### src/hdl/tlbf_pkg.sv
// Shared types and constants for the text line / binary frame demultiplexer.
package tlbf_pkg;

  localparam int PREFIX_BYTES  = 6;
  localparam int HEADER_BYTES  = 16;
  localparam int LEN_OFFSET    = 12;
  localparam int TRAILER_BYTES = 4;
  localparam int MAX_RES       = 6;

  localparam int LINE_LIMIT_W  = 13;
  localparam int FRAME_LIMIT_W = 17;
  localparam int CFG_DATA_W    = 17;
  localparam int CFG_IDX_W     = 2;

  localparam logic [CFG_IDX_W-1:0] CFG_LINE_LIMIT  = 2'd0;
  localparam logic [CFG_IDX_W-1:0] CFG_FRAME_LIMIT = 2'd1;

  localparam logic [LINE_LIMIT_W-1:0]  LINE_LIMIT_RST  = 13'd256;
  localparam logic [FRAME_LIMIT_W-1:0] FRAME_LIMIT_RST = 17'd1024;

  localparam logic [7:0] CH_NL = 8'h0A;
  localparam logic [7:0] CH_CR = 8'h0D;

  localparam logic [7:0] FRAME_PREFIX [PREFIX_BYTES] = '{
    8'h4B, 8'h49, 8'h42, 8'h4F, 8'h01, 8'h00
  };

  localparam int CMD_DEPTH = 4;
  localparam int CMD_PTR_W = $clog2(CMD_DEPTH);

  typedef enum logic [2:0] {
    KIND_LBYTE = 3'd0,
    KIND_LEND  = 3'd1,
    KIND_FBYTE = 3'd2,
    KIND_FLAST = 3'd3,
    KIND_LLONG = 3'd4,
    KIND_FOVER = 3'd5,
    KIND_FBIG  = 3'd6
  } kind_t;

  typedef struct packed {
    kind_t      kind;
    logic [7:0] data;
  } result_t;

  // One accepted byte's worth of results: cnt entries of res are valid.
  typedef struct packed {
    logic [2:0]            cnt;
    result_t [MAX_RES-1:0] res;
  } cmd_t;

endpackage

### src/hdl/tlbf_if.sv
// Handshake interfaces for the byte input and the result output channels.
interface tlbf_in_if;
  logic       valid;
  logic       ready;
  logic [7:0] byte_in;

  modport source (output valid, output byte_in, input ready);
  modport sink (input valid, input byte_in, output ready);
endinterface

interface tlbf_out_if;
  logic       valid;
  logic       ready;
  logic [2:0] kind;
  logic [7:0] data_byte;
  logic       last;

  modport source (output valid, output kind, output data_byte, output last, input ready);
  modport sink (input valid, input kind, input data_byte, input last, output ready);
endinterface

### src/hdl/text_line_binary_frame_demux_core.sv
// Top level of the text line / binary frame demultiplexer.
// A byte accepted at edge t that yields results shows the first of them in the cycle after t when idle.
// Throughput: one byte per cycle while each byte yields at most one result and the output is ready; a byte that
//   releases a held prefix yields up to six results, drained one per cycle by the sequencer while the output is ready.
// The four-entry command queue sets how far the input runs ahead of a stalled output.
// Reset: synchronous, active low; clears line/frame state and the queue, restores limits.
module text_line_binary_frame_demux_core (
  input  logic                             clk,
  input  logic                             rst_n,
  tlbf_in_if.sink                          in_ch,
  tlbf_out_if.source                       out_ch,
  input  logic                             cfg_we,
  input  logic [tlbf_pkg::CFG_IDX_W-1:0]   cfg_idx,
  input  logic [tlbf_pkg::CFG_DATA_W-1:0]  cfg_data
);

  // Command path: front end classifies each accepted byte into a burst of results.
  logic           push;
  tlbf_pkg::cmd_t push_cmd;
  tlbf_pkg::cmd_t head;
  logic           pop;
  logic           empty;
  logic           full;

  // Front: hold the first line bytes until the prefix is decided, track CR and
  // the frame length, and push one command per byte that reports something.
  tlbf_front u_front (
    .clk      (clk),
    .rst_n    (rst_n),
    .in_ch    (in_ch),
    .cfg_we   (cfg_we),
    .cfg_idx  (cfg_idx),
    .cfg_data (cfg_data),
    .q_full   (full),
    .push     (push),
    .push_cmd (push_cmd)
  );

  // Queue: decouple byte intake from result delivery so either side can stall.
  tlbf_cmd_fifo u_fifo (
    .clk      (clk),
    .rst_n    (rst_n),
    .push     (push),
    .push_cmd (push_cmd),
    .pop      (pop),
    .head     (head),
    .empty    (empty),
    .full     (full)
  );

  // Back: advance through the head command one transaction at a time; flag the
  // last result of each byte and pop the command after it.
  tlbf_back u_back (
    .clk    (clk),
    .rst_n  (rst_n),
    .head   (head),
    .empty  (empty),
    .pop    (pop),
    .out_ch (out_ch)
  );

endmodule

### src/hdl/tlbf_front.sv
// Front end: accepts bytes, tracks line/frame state and builds result commands.
module tlbf_front (
  input  logic                                 clk,
  input  logic                                 rst_n,
  tlbf_in_if.sink                              in_ch,
  input  logic                                 cfg_we,
  input  logic [tlbf_pkg::CFG_IDX_W-1:0]       cfg_idx,
  input  logic [tlbf_pkg::CFG_DATA_W-1:0]      cfg_data,
  input  logic                                 q_full,
  output logic                                 push,
  output tlbf_pkg::cmd_t                       push_cmd
);

  logic [tlbf_pkg::LINE_LIMIT_W-1:0]  line_limit_r;
  logic [tlbf_pkg::FRAME_LIMIT_W-1:0] frame_limit_r;

  logic                                in_frame_r, in_frame_nxt;
  logic [tlbf_pkg::LINE_LIMIT_W-1:0]   line_count_r, line_count_nxt;
  logic                                pend_cr_r, pend_cr_nxt;
  logic [tlbf_pkg::FRAME_LIMIT_W-1:0]  frame_count_r, frame_count_nxt;
  logic [31:0]                         body_len_r, body_len_nxt;
  logic [7:0]                          held_r [tlbf_pkg::PREFIX_BYTES];
  logic                                held_we;

  logic                                accept;
  tlbf_pkg::cmd_t                      cmd;

  assign in_ch.ready = ~q_full;
  assign accept      = in_ch.valid & in_ch.ready;
  assign push        = accept & (cmd.cnt != 3'd0);
  assign push_cmd    = cmd;

  always_comb begin
    logic [7:0]                        b;
    logic [2:0]                        lc3;
    logic [2:0]                        n;
    logic [tlbf_pkg::LINE_LIMIT_W-1:0] lc1;
    logic                              match;
    logic                              is_cr;
    logic [17:0]                       fc1;
    logic [tlbf_pkg::FRAME_LIMIT_W-1:0] pos;
    logic [4:0]                        pos_rel;
    logic [32:0]                       total;

    b     = in_ch.byte_in;
    lc3   = line_count_r[2:0];
    n     = lc3;
    lc1   = line_count_r + 13'd1;
    is_cr = (b == tlbf_pkg::CH_CR);
    match = 1'b0;
    pos   = frame_count_r;
    pos_rel = 5'(pos - 17'(tlbf_pkg::LEN_OFFSET));
    fc1   = {1'b0, frame_count_r} + 18'd1;
    total = '0;

    in_frame_nxt    = in_frame_r;
    line_count_nxt  = line_count_r;
    pend_cr_nxt     = pend_cr_r;
    frame_count_nxt = frame_count_r;
    body_len_nxt    = body_len_r;
    held_we         = 1'b0;
    cmd             = '0;

    if (in_frame_r) begin
      frame_count_nxt = fc1[tlbf_pkg::FRAME_LIMIT_W-1:0];
      if (pos >= 17'(tlbf_pkg::LEN_OFFSET) && pos < 17'(tlbf_pkg::LEN_OFFSET + 4)) begin
        unique case (pos_rel[1:0])
          2'd0:    body_len_nxt = body_len_r | {24'd0, b};
          2'd1:    body_len_nxt = body_len_r | {16'd0, b, 8'd0};
          2'd2:    body_len_nxt = body_len_r | {8'd0, b, 16'd0};
          default: body_len_nxt = body_len_r | {b, 24'd0};
        endcase
      end
      total = 33'(tlbf_pkg::HEADER_BYTES + tlbf_pkg::TRAILER_BYTES) + {1'b0, body_len_nxt};
      cmd.cnt = 3'd1;
      if (fc1 > {1'b0, frame_limit_r}) begin
        in_frame_nxt = 1'b0;
        cmd.res[0].kind = tlbf_pkg::KIND_FOVER;
      end else if (fc1 >= 18'(tlbf_pkg::HEADER_BYTES) &&
                   total > {16'd0, frame_limit_r}) begin
        in_frame_nxt = 1'b0;
        cmd.res[0].kind = tlbf_pkg::KIND_FBIG;
      end else if (fc1 >= 18'(tlbf_pkg::HEADER_BYTES) && total == {15'd0, fc1}) begin
        in_frame_nxt = 1'b0;
        cmd.res[0].kind = tlbf_pkg::KIND_FLAST;
        cmd.res[0].data = b;
      end else begin
        cmd.res[0].kind = tlbf_pkg::KIND_FBYTE;
        cmd.res[0].data = b;
      end
    end else if (b == tlbf_pkg::CH_NL) begin
      // Newline: flush a still-held prefix (minus a trailing CR), then end the line.
      if (line_count_r < 13'(tlbf_pkg::PREFIX_BYTES)) begin
        if (lc3 != 3'd0 && held_r[lc3 - 3'd1] == tlbf_pkg::CH_CR) begin
          n = lc3 - 3'd1;
        end
        for (int i = 0; i < tlbf_pkg::MAX_RES; i++) begin
          if (3'(i) < n) begin
            cmd.res[i].kind = tlbf_pkg::KIND_LBYTE;
            cmd.res[i].data = held_r[3'(i)];
          end else if (3'(i) == n) begin
            cmd.res[i].kind = tlbf_pkg::KIND_LEND;
          end
        end
        cmd.cnt = (n != 3'd0) ? n + 3'd1 : 3'd0;
      end else begin
        cmd.cnt = 3'd1;
        cmd.res[0].kind = tlbf_pkg::KIND_LEND;
      end
      line_count_nxt = '0;
      pend_cr_nxt    = 1'b0;
    end else if (line_count_r >= line_limit_r) begin
      line_count_nxt = '0;
      pend_cr_nxt    = 1'b0;
      cmd.cnt = 3'd1;
      cmd.res[0].kind = tlbf_pkg::KIND_LLONG;
    end else begin
      held_we        = (line_count_r < 13'(tlbf_pkg::PREFIX_BYTES));
      line_count_nxt = lc1;
      if (lc1 == 13'(tlbf_pkg::PREFIX_BYTES)) begin
        match = (b == tlbf_pkg::FRAME_PREFIX[tlbf_pkg::PREFIX_BYTES-1]);
        for (int i = 0; i < tlbf_pkg::PREFIX_BYTES - 1; i++) begin
          if (held_r[i] != tlbf_pkg::FRAME_PREFIX[i]) begin
            match = 1'b0;
          end
        end
        for (int i = 0; i < tlbf_pkg::PREFIX_BYTES - 1; i++) begin
          cmd.res[i].kind = match ? tlbf_pkg::KIND_FBYTE : tlbf_pkg::KIND_LBYTE;
          cmd.res[i].data = held_r[i];
        end
        cmd.res[tlbf_pkg::PREFIX_BYTES-1].kind =
          match ? tlbf_pkg::KIND_FBYTE : tlbf_pkg::KIND_LBYTE;
        cmd.res[tlbf_pkg::PREFIX_BYTES-1].data = b;
        if (match) begin
          cmd.cnt         = 3'(tlbf_pkg::PREFIX_BYTES);
          in_frame_nxt    = 1'b1;
          line_count_nxt  = '0;
          pend_cr_nxt     = 1'b0;
          frame_count_nxt = 17'(tlbf_pkg::PREFIX_BYTES);
          body_len_nxt    = '0;
        end else begin
          cmd.cnt     = is_cr ? 3'(tlbf_pkg::PREFIX_BYTES - 1) : 3'(tlbf_pkg::PREFIX_BYTES);
          pend_cr_nxt = is_cr;
        end
      end else if (lc1 > 13'(tlbf_pkg::PREFIX_BYTES)) begin
        if (pend_cr_r) begin
          cmd.res[0].kind = tlbf_pkg::KIND_LBYTE;
          cmd.res[0].data = tlbf_pkg::CH_CR;
        end
        cmd.res[{2'd0, pend_cr_r}].kind = tlbf_pkg::KIND_LBYTE;
        cmd.res[{2'd0, pend_cr_r}].data = is_cr ? 8'h00 : b;
        cmd.cnt     = {2'd0, pend_cr_r} + {2'd0, ~is_cr};
        pend_cr_nxt = is_cr;
      end
    end
  end

  always_ff @(posedge clk) begin
    if (!rst_n) begin
      line_limit_r  <= tlbf_pkg::LINE_LIMIT_RST;
      frame_limit_r <= tlbf_pkg::FRAME_LIMIT_RST;
    end else if (cfg_we) begin
      unique case (cfg_idx)
        tlbf_pkg::CFG_LINE_LIMIT:  line_limit_r  <= cfg_data[tlbf_pkg::LINE_LIMIT_W-1:0];
        tlbf_pkg::CFG_FRAME_LIMIT: frame_limit_r <= cfg_data[tlbf_pkg::FRAME_LIMIT_W-1:0];
        default: ;
      endcase
    end
  end

  always_ff @(posedge clk) begin
    if (!rst_n) begin
      in_frame_r    <= 1'b0;
      line_count_r  <= '0;
      pend_cr_r     <= 1'b0;
      frame_count_r <= '0;
      body_len_r    <= '0;
    end else if (accept) begin
      in_frame_r    <= in_frame_nxt;
      line_count_r  <= line_count_nxt;
      pend_cr_r     <= pend_cr_nxt;
      frame_count_r <= frame_count_nxt;
      body_len_r    <= body_len_nxt;
    end
  end

  always_ff @(posedge clk) begin
    if (accept && held_we) begin
      held_r[line_count_r[2:0]] <= in_ch.byte_in;
    end
  end

endmodule

### src/hdl/tlbf_cmd_fifo.sv
// Short command queue between the front end and the result sequencer.
module tlbf_cmd_fifo (
  input  logic           clk,
  input  logic           rst_n,
  input  logic           push,
  input  tlbf_pkg::cmd_t push_cmd,
  input  logic           pop,
  output tlbf_pkg::cmd_t head,
  output logic           empty,
  output logic           full
);

  tlbf_pkg::cmd_t                 mem_r [tlbf_pkg::CMD_DEPTH];
  logic [tlbf_pkg::CMD_PTR_W-1:0] wr_ptr_r;
  logic [tlbf_pkg::CMD_PTR_W-1:0] rd_ptr_r;
  logic [tlbf_pkg::CMD_PTR_W:0]   count_r;

  assign empty = (count_r == '0);
  assign full  = (count_r == (tlbf_pkg::CMD_PTR_W+1)'(tlbf_pkg::CMD_DEPTH));
  assign head  = mem_r[rd_ptr_r];

  always_ff @(posedge clk) begin
    if (push) begin
      mem_r[wr_ptr_r] <= push_cmd;
    end
  end

  always_ff @(posedge clk) begin
    if (!rst_n) begin
      wr_ptr_r <= '0;
      rd_ptr_r <= '0;
      count_r  <= '0;
    end else begin
      if (push) begin
        wr_ptr_r <= wr_ptr_r + 1'b1;
      end
      if (pop) begin
        rd_ptr_r <= rd_ptr_r + 1'b1;
      end
      unique case ({push, pop})
        2'b10:   count_r <= count_r + 1'b1;
        2'b01:   count_r <= count_r - 1'b1;
        default: count_r <= count_r;
      endcase
    end
  end

endmodule

### src/hdl/tlbf_back.sv
// Back end: steps through the head command and presents one result per transaction.
module tlbf_back (
  input  logic           clk,
  input  logic           rst_n,
  input  tlbf_pkg::cmd_t head,
  input  logic           empty,
  output logic           pop,
  tlbf_out_if.source     out_ch
);

  logic [2:0]       idx_r;
  logic             is_last;
  logic             take;
  tlbf_pkg::result_t cur;

  assign cur     = head.res[idx_r];
  assign is_last = (idx_r == head.cnt - 3'd1);
  assign take    = out_ch.valid & out_ch.ready;
  assign pop     = take & is_last;

  assign out_ch.valid     = ~empty;
  assign out_ch.kind      = cur.kind;
  assign out_ch.data_byte = cur.data;
  assign out_ch.last      = is_last;

  always_ff @(posedge clk) begin
    if (!rst_n) begin
      idx_r <= '0;
    end else if (take) begin
      idx_r <= is_last ? 3'd0 : idx_r + 3'd1;
    end
  end

endmodule

### src/flat_wrapper.sv
// flat-port wrapper written by rule: the top's interface ports become plain ports
module text_line_binary_frame_demux_core_flat 
  (clk, rst_n, cfg_we, cfg_idx, cfg_data, in_ch_valid, in_ch_byte_in, in_ch_ready, out_ch_valid, out_ch_kind, out_ch_data_byte, out_ch_last, out_ch_ready);
  tlbf_in_if in_ch_i ();
  tlbf_out_if out_ch_i ();
  input  logic clk;
  input  logic rst_n;
  input  logic cfg_we;
  input  logic [tlbf_pkg::CFG_IDX_W-1:0] cfg_idx;
  input  logic [tlbf_pkg::CFG_DATA_W-1:0] cfg_data;
  input wire logic [$bits(in_ch_i.valid)-1:0] in_ch_valid;
  input wire logic [$bits(in_ch_i.byte_in)-1:0] in_ch_byte_in;
  output wire logic [$bits(in_ch_i.ready)-1:0] in_ch_ready;
  output wire logic [$bits(out_ch_i.valid)-1:0] out_ch_valid;
  output wire logic [$bits(out_ch_i.kind)-1:0] out_ch_kind;
  output wire logic [$bits(out_ch_i.data_byte)-1:0] out_ch_data_byte;
  output wire logic [$bits(out_ch_i.last)-1:0] out_ch_last;
  input wire logic [$bits(out_ch_i.ready)-1:0] out_ch_ready;
  assign in_ch_i.valid = in_ch_valid;
  assign in_ch_i.byte_in = in_ch_byte_in;
  assign in_ch_ready = in_ch_i.ready;
  assign out_ch_valid = out_ch_i.valid;
  assign out_ch_kind = out_ch_i.kind;
  assign out_ch_data_byte = out_ch_i.data_byte;
  assign out_ch_last = out_ch_i.last;
  assign out_ch_i.ready = out_ch_ready;
  text_line_binary_frame_demux_core u_core (.clk(clk), .rst_n(rst_n), .in_ch(in_ch_i), .out_ch(out_ch_i), .cfg_we(cfg_we), .cfg_idx(cfg_idx), .cfg_data(cfg_data));
endmodule
### config.mk
export PLATFORM = sky130hd
export DESIGN_NAME = text_line_binary_frame_demux_core_flat
export DESIGN_NICKNAME = d
export VERILOG_FILES = /design/src/hdl/tlbf_pkg.sv /design/src/hdl/tlbf_if.sv /design/src/hdl/text_line_binary_frame_demux_core.sv /design/src/hdl/tlbf_front.sv /design/src/hdl/tlbf_cmd_fifo.sv /design/src/hdl/tlbf_back.sv /design/src/flat_wrapper.sv
export SDC_FILE = /design/constraint.sdc
export NUM_CORES = 1
export LEC_CHECK = 0
export BUFFER_PORTS_ARGS = -buffer_cell sky130_fd_sc_hd__buf_4
export CORE_MARGIN = 2
export CORE_UTILIZATION = 23
export CTS_BUF_LIST = sky130_fd_sc_hd__clkbuf_16
export CTS_CLUSTER_DIAMETER = 200
export DETAILED_ROUTE_END_ITERATION = 8
export GPL_TIMING_DRIVEN = 0
export HOLD_SLACK_MARGIN = 0.15
export SLEW_MARGIN = 20
export SYNTH_ARGS = -nofsm -noshare
export SYNTH_HDL_FRONTEND = slang
export SYNTH_HIERARCHICAL = 1
export SYNTH_SLANG_ARGS = --single-unit
### constraint.sdc
create_clock -name clk -period 14.9 [get_ports clk]
set_input_delay 1.49 -clock clk [delete_from_list [all_inputs] [get_ports clk]]
set_output_delay 1.49 -clock clk [all_outputs]
set_load 0.05 [all_outputs]
==> flow_summary.yaml <==
run_status:
  status: "finished clean"
timing:
  max_freq_mhz: 125
  tns_ns: 0
  finalClockSkew_ns: 0.0392
  timing.final.max_slew_violations: 0
  slew_headroom_pct: 22.4
  hold_viol: 0
  setup_violations: 0
  worst_slew_pin_slew_ns: 1.15
  period_share_pct: 53.5
  period_needed_ns: 7.97
  rsz0062_at_grt: "no"
routing:
  met1_length_um: 25900
  firstDrtPassIters: 5
  drt-total-wl_um: 60300
  initialDrtViolationCount: 1409
  vias: 15100
  vias_per_cell: 4.73
  wl_per_cell_um: 18.9
  final_antenna_net_count: 0
  routed-wl-met2_um: 29300
  highest_layer: "met5"
  route.met3.wl_um: 3760
  drc: 0
setup_path:
  worst-path-max-fanout: 10
  cp-end-kind: "flop"
  crit_top_cell: "buf_2"
  crit_path_max_incr_delay_ns: 0.57
  crit_path_start_kind: "flop"
  r2r_slack_ns: 6.93
  cp.arrival_ns: 8.30
  r2r-end: "u_core/u_fifo/mem_r[2][7]"
  cp_slowest_cell: "dfxtp_1"
  crit_path_start: "u_core/u_front/frame_count_r[0]"
  r2r-start: "u_core/u_front/frame_count_r[0]"
  critical_path_class: "reg -> reg"
  worstPathRequired_ns: 15.23
  reg2reg_depth: 28
placement:
  port_buffers: 45
  placedInstanceArea_sq_um: 24100
  hpwl_um: 42800
  gp_congestion: 0.877
  placed_cells: 3106
pwr:
  p_sw_share_pct: 24.8
  clkPwrFrac_pct: 39.1
  p_leak_nw: 8.47
  irDropWorstVdd_mv: 0.0767
  pwr-share-seq_pct: 51.3
  power_frac_comb_pct: 9.6
  p_int_mw: 2.03
  power.total_mw: 2.70
  power_density_nw_per_um2: 106
  switching_power_uw: 669
yosys:
  synth.top_cell.area_share_pct: 46.6
  synth_xor_area_share_pct: 3.15
  synth.ff_latch_count: 446
  ys_types: 92
  synth_compound_area_share_pct: 9.50
  synthTopCellsByArea: "edfxtp_1 47%, dfxtp_1 9.7%, mux4_2 8.0%, ha_1 3.8%, nand2_1 2.6%"
  synth_edf_count: 340
  synthAdderAreaFrac_pct: 3.86
  ys_async_sr_fraction_pct: 0
  synth_top_cell_by_area: "edfxtp_1"
  synth_top_family_by_area: "simple AND/OR/NAND/NOR gates"
  synth-simple-area-share_pct: 13.8
  synthFlopType: "edfxtp_1"
  synthMuxAreaShare_pct: 9.15
  synth_area_sq_um: 21900
  synthCells: 1772
  synth_area_per_cell_sq_um: 12.4
  yosys_warnings: 6
  synth_seq_area_share_pct: 56.2
cts:
  numCtsBuffers: 45
  htree_levels: 2
  cts_tree: "yes"
  path_clk_slew_ns: 0.06
  clockBufferDepth: 3
  cts_resized: 0
  clkSinkCount: 446
  root_buffer: "clkbuf_16"
  cts_setup_buffers: 0
  hold_buffers: 0
  clock_latency_ns: 0.60
cells_and_area:
  final_cell_mix: "340 x edfxtp_1, 152 x nand2_1, 110 x inv_1"
  layout.cells.non_filler: 3187
  synthToLayoutAreaGrowth_pct: 16.2
  finish.utilization_pct: 26.9
  stdcell_area_sq_um: 25500
  antenna_cells: 0
  multi_input_area_sq_um: 8830
  final_nets: 1987
  drive_above_1_share_pct: 13.7
  mostFrequentLayoutCell: "edfxtp_1"
  fillCellCount: 9891
  regArea_sq_um: 12300
grt:
  grt_usage_pct: 12.1
  grt_pass1_vias: 14500
  grt_pass1_wl_um: 91100
  grt.overflow.total: 0
  antenna_found_initial: 5
  grt_max_degree: 46
hold_path:
  min_to: "u_core/u_front/line_limit_r[5]"
  min_path_cells: 2
  min_path_type: "reg -> reg"
  min_from: "u_core/u_front/line_limit_r[5]"
die:
  die_h_um: 313
  dieArea_sq_um: 97800
  die_w_um: 313
  initial_core_util_pct: 23.2
  core-area_sq_um: 94700
  rows: 113
  ios: 46
run:
  max_cap_violations: 0
-- worst max path at each step --
stage               depth (start not counted)                          to
finish                                     28   u_core/u_fifo/mem_r[2][7]
global route                               28   u_core/u_fifo/mem_r[2][7]
CTS                                        28   u_core/u_fifo/mem_r[0][7]
detailed placement                         28   u_core/u_fifo/mem_r[1][7]
global placement                           13  u_core/u_fifo/mem_r[1][45]
floorplan                                  28  u_core/u_fifo/mem_r[0][10]
-- routing by layer --
| layer | global-route usage [%] | up-vias |
|---|---|---|
| met2 | 20.5 | 500 |
| met1 | 15.8 | 7509 |
| met5 | 0 | - |
| met4 | 3.38 | 8 |
| met3 | 2.32 | 90 |
| li1 | - | 6970 |
-- registers in the layout, summed over array words and instances (netlist names), named ones only --
signal                        flops
u_core/u_fifo/mem_r             276
u_core/u_front/line_count_r      13
u_core/u_fifo/count_r             3
u_core/u_front/held_r            64
u_core/u_back/idx_r               3
u_core/u_front/body_len_r        32
u_core/u_front/in_frame_r         1
u_core/u_front/pend_cr_r          1
u_core/u_fifo/rd_ptr_r            2
u_core/u_front/line_limit_r      13
u_core/u_front/frame_limit_r     17
u_core/u_fifo/wr_ptr_r            2
u_core/u_front/frame_count_r     17
-- stage by stage --
stage / setup WS [ns] / hold WS (ns)
after floorplan: 8.99 / 0.436
after global placement: 6.60 / 0.446
after detailed placement: 7.05 / 0.450
after CTS: 7.01 / 0.458
after global routing: 6.55 / 0.476
final: 6.93 / 0.455
-- cell usage after synthesis, types with 21 or more instances --
master and count:
a21oi_1 95, and2_1 26, clkbuf_1 67, dfxtp_1 106, edfxtp_1 340, ha_1 66
inv_1 92, mux4_2 78, nand2_1 152, nand3_1 60, nand4_1 36, nor2_1 92
nor3_1 45, nor4_1 27, nor4b_1 30, o21ai_0 46, xnor2_1 44, xor2_1 21
-- area by class of cell --
type,count,share of cell area (%)
Inverter,94,1.38
Clock inverter,36,0.987
Multi-Input combinational cell,1142,34.6
Timing Repair Buffer,49,1.70
Clock buffer,45,4.42
Sequential cell,446,48.4
Buffer,110,2.27
Tap cell,1265,6.21
-- cell families after synthesis --
group,after synthesis
other,1
AO/OA/AOI/OAI,315
buffers and inverters,204
flip-flops,446
XOR/XNOR,70
AND/OR/NAND/NOR,571
multiplexers,98
adder cells (fa/ha/maj),67
-- worst max-delay path, delay by kind of cell (launching register included) --
family                     cells  cell delay (ns)
AOI/OAI and AO/OA              9             2.25
buffers and inverters          7             1.67
and+or+nand+nor                8             2.12
DFF                            1             0.57
adders and majority gates      3             0.78
xor gates and xnor gates       1             0.28
-- power groups by stage --
stage	sequential, mW	clock (mW)	combinational [mW]
finish	1.38	1.06	0.260
global route	1.39	1.14	0.282
CTS	1.38	1.08	0.261
detailed placement	1.41	0	0.260
global placement	1.41	0	0.255
floorplan	1.41	0	0.165
Power figures use the tool's default switching activity.
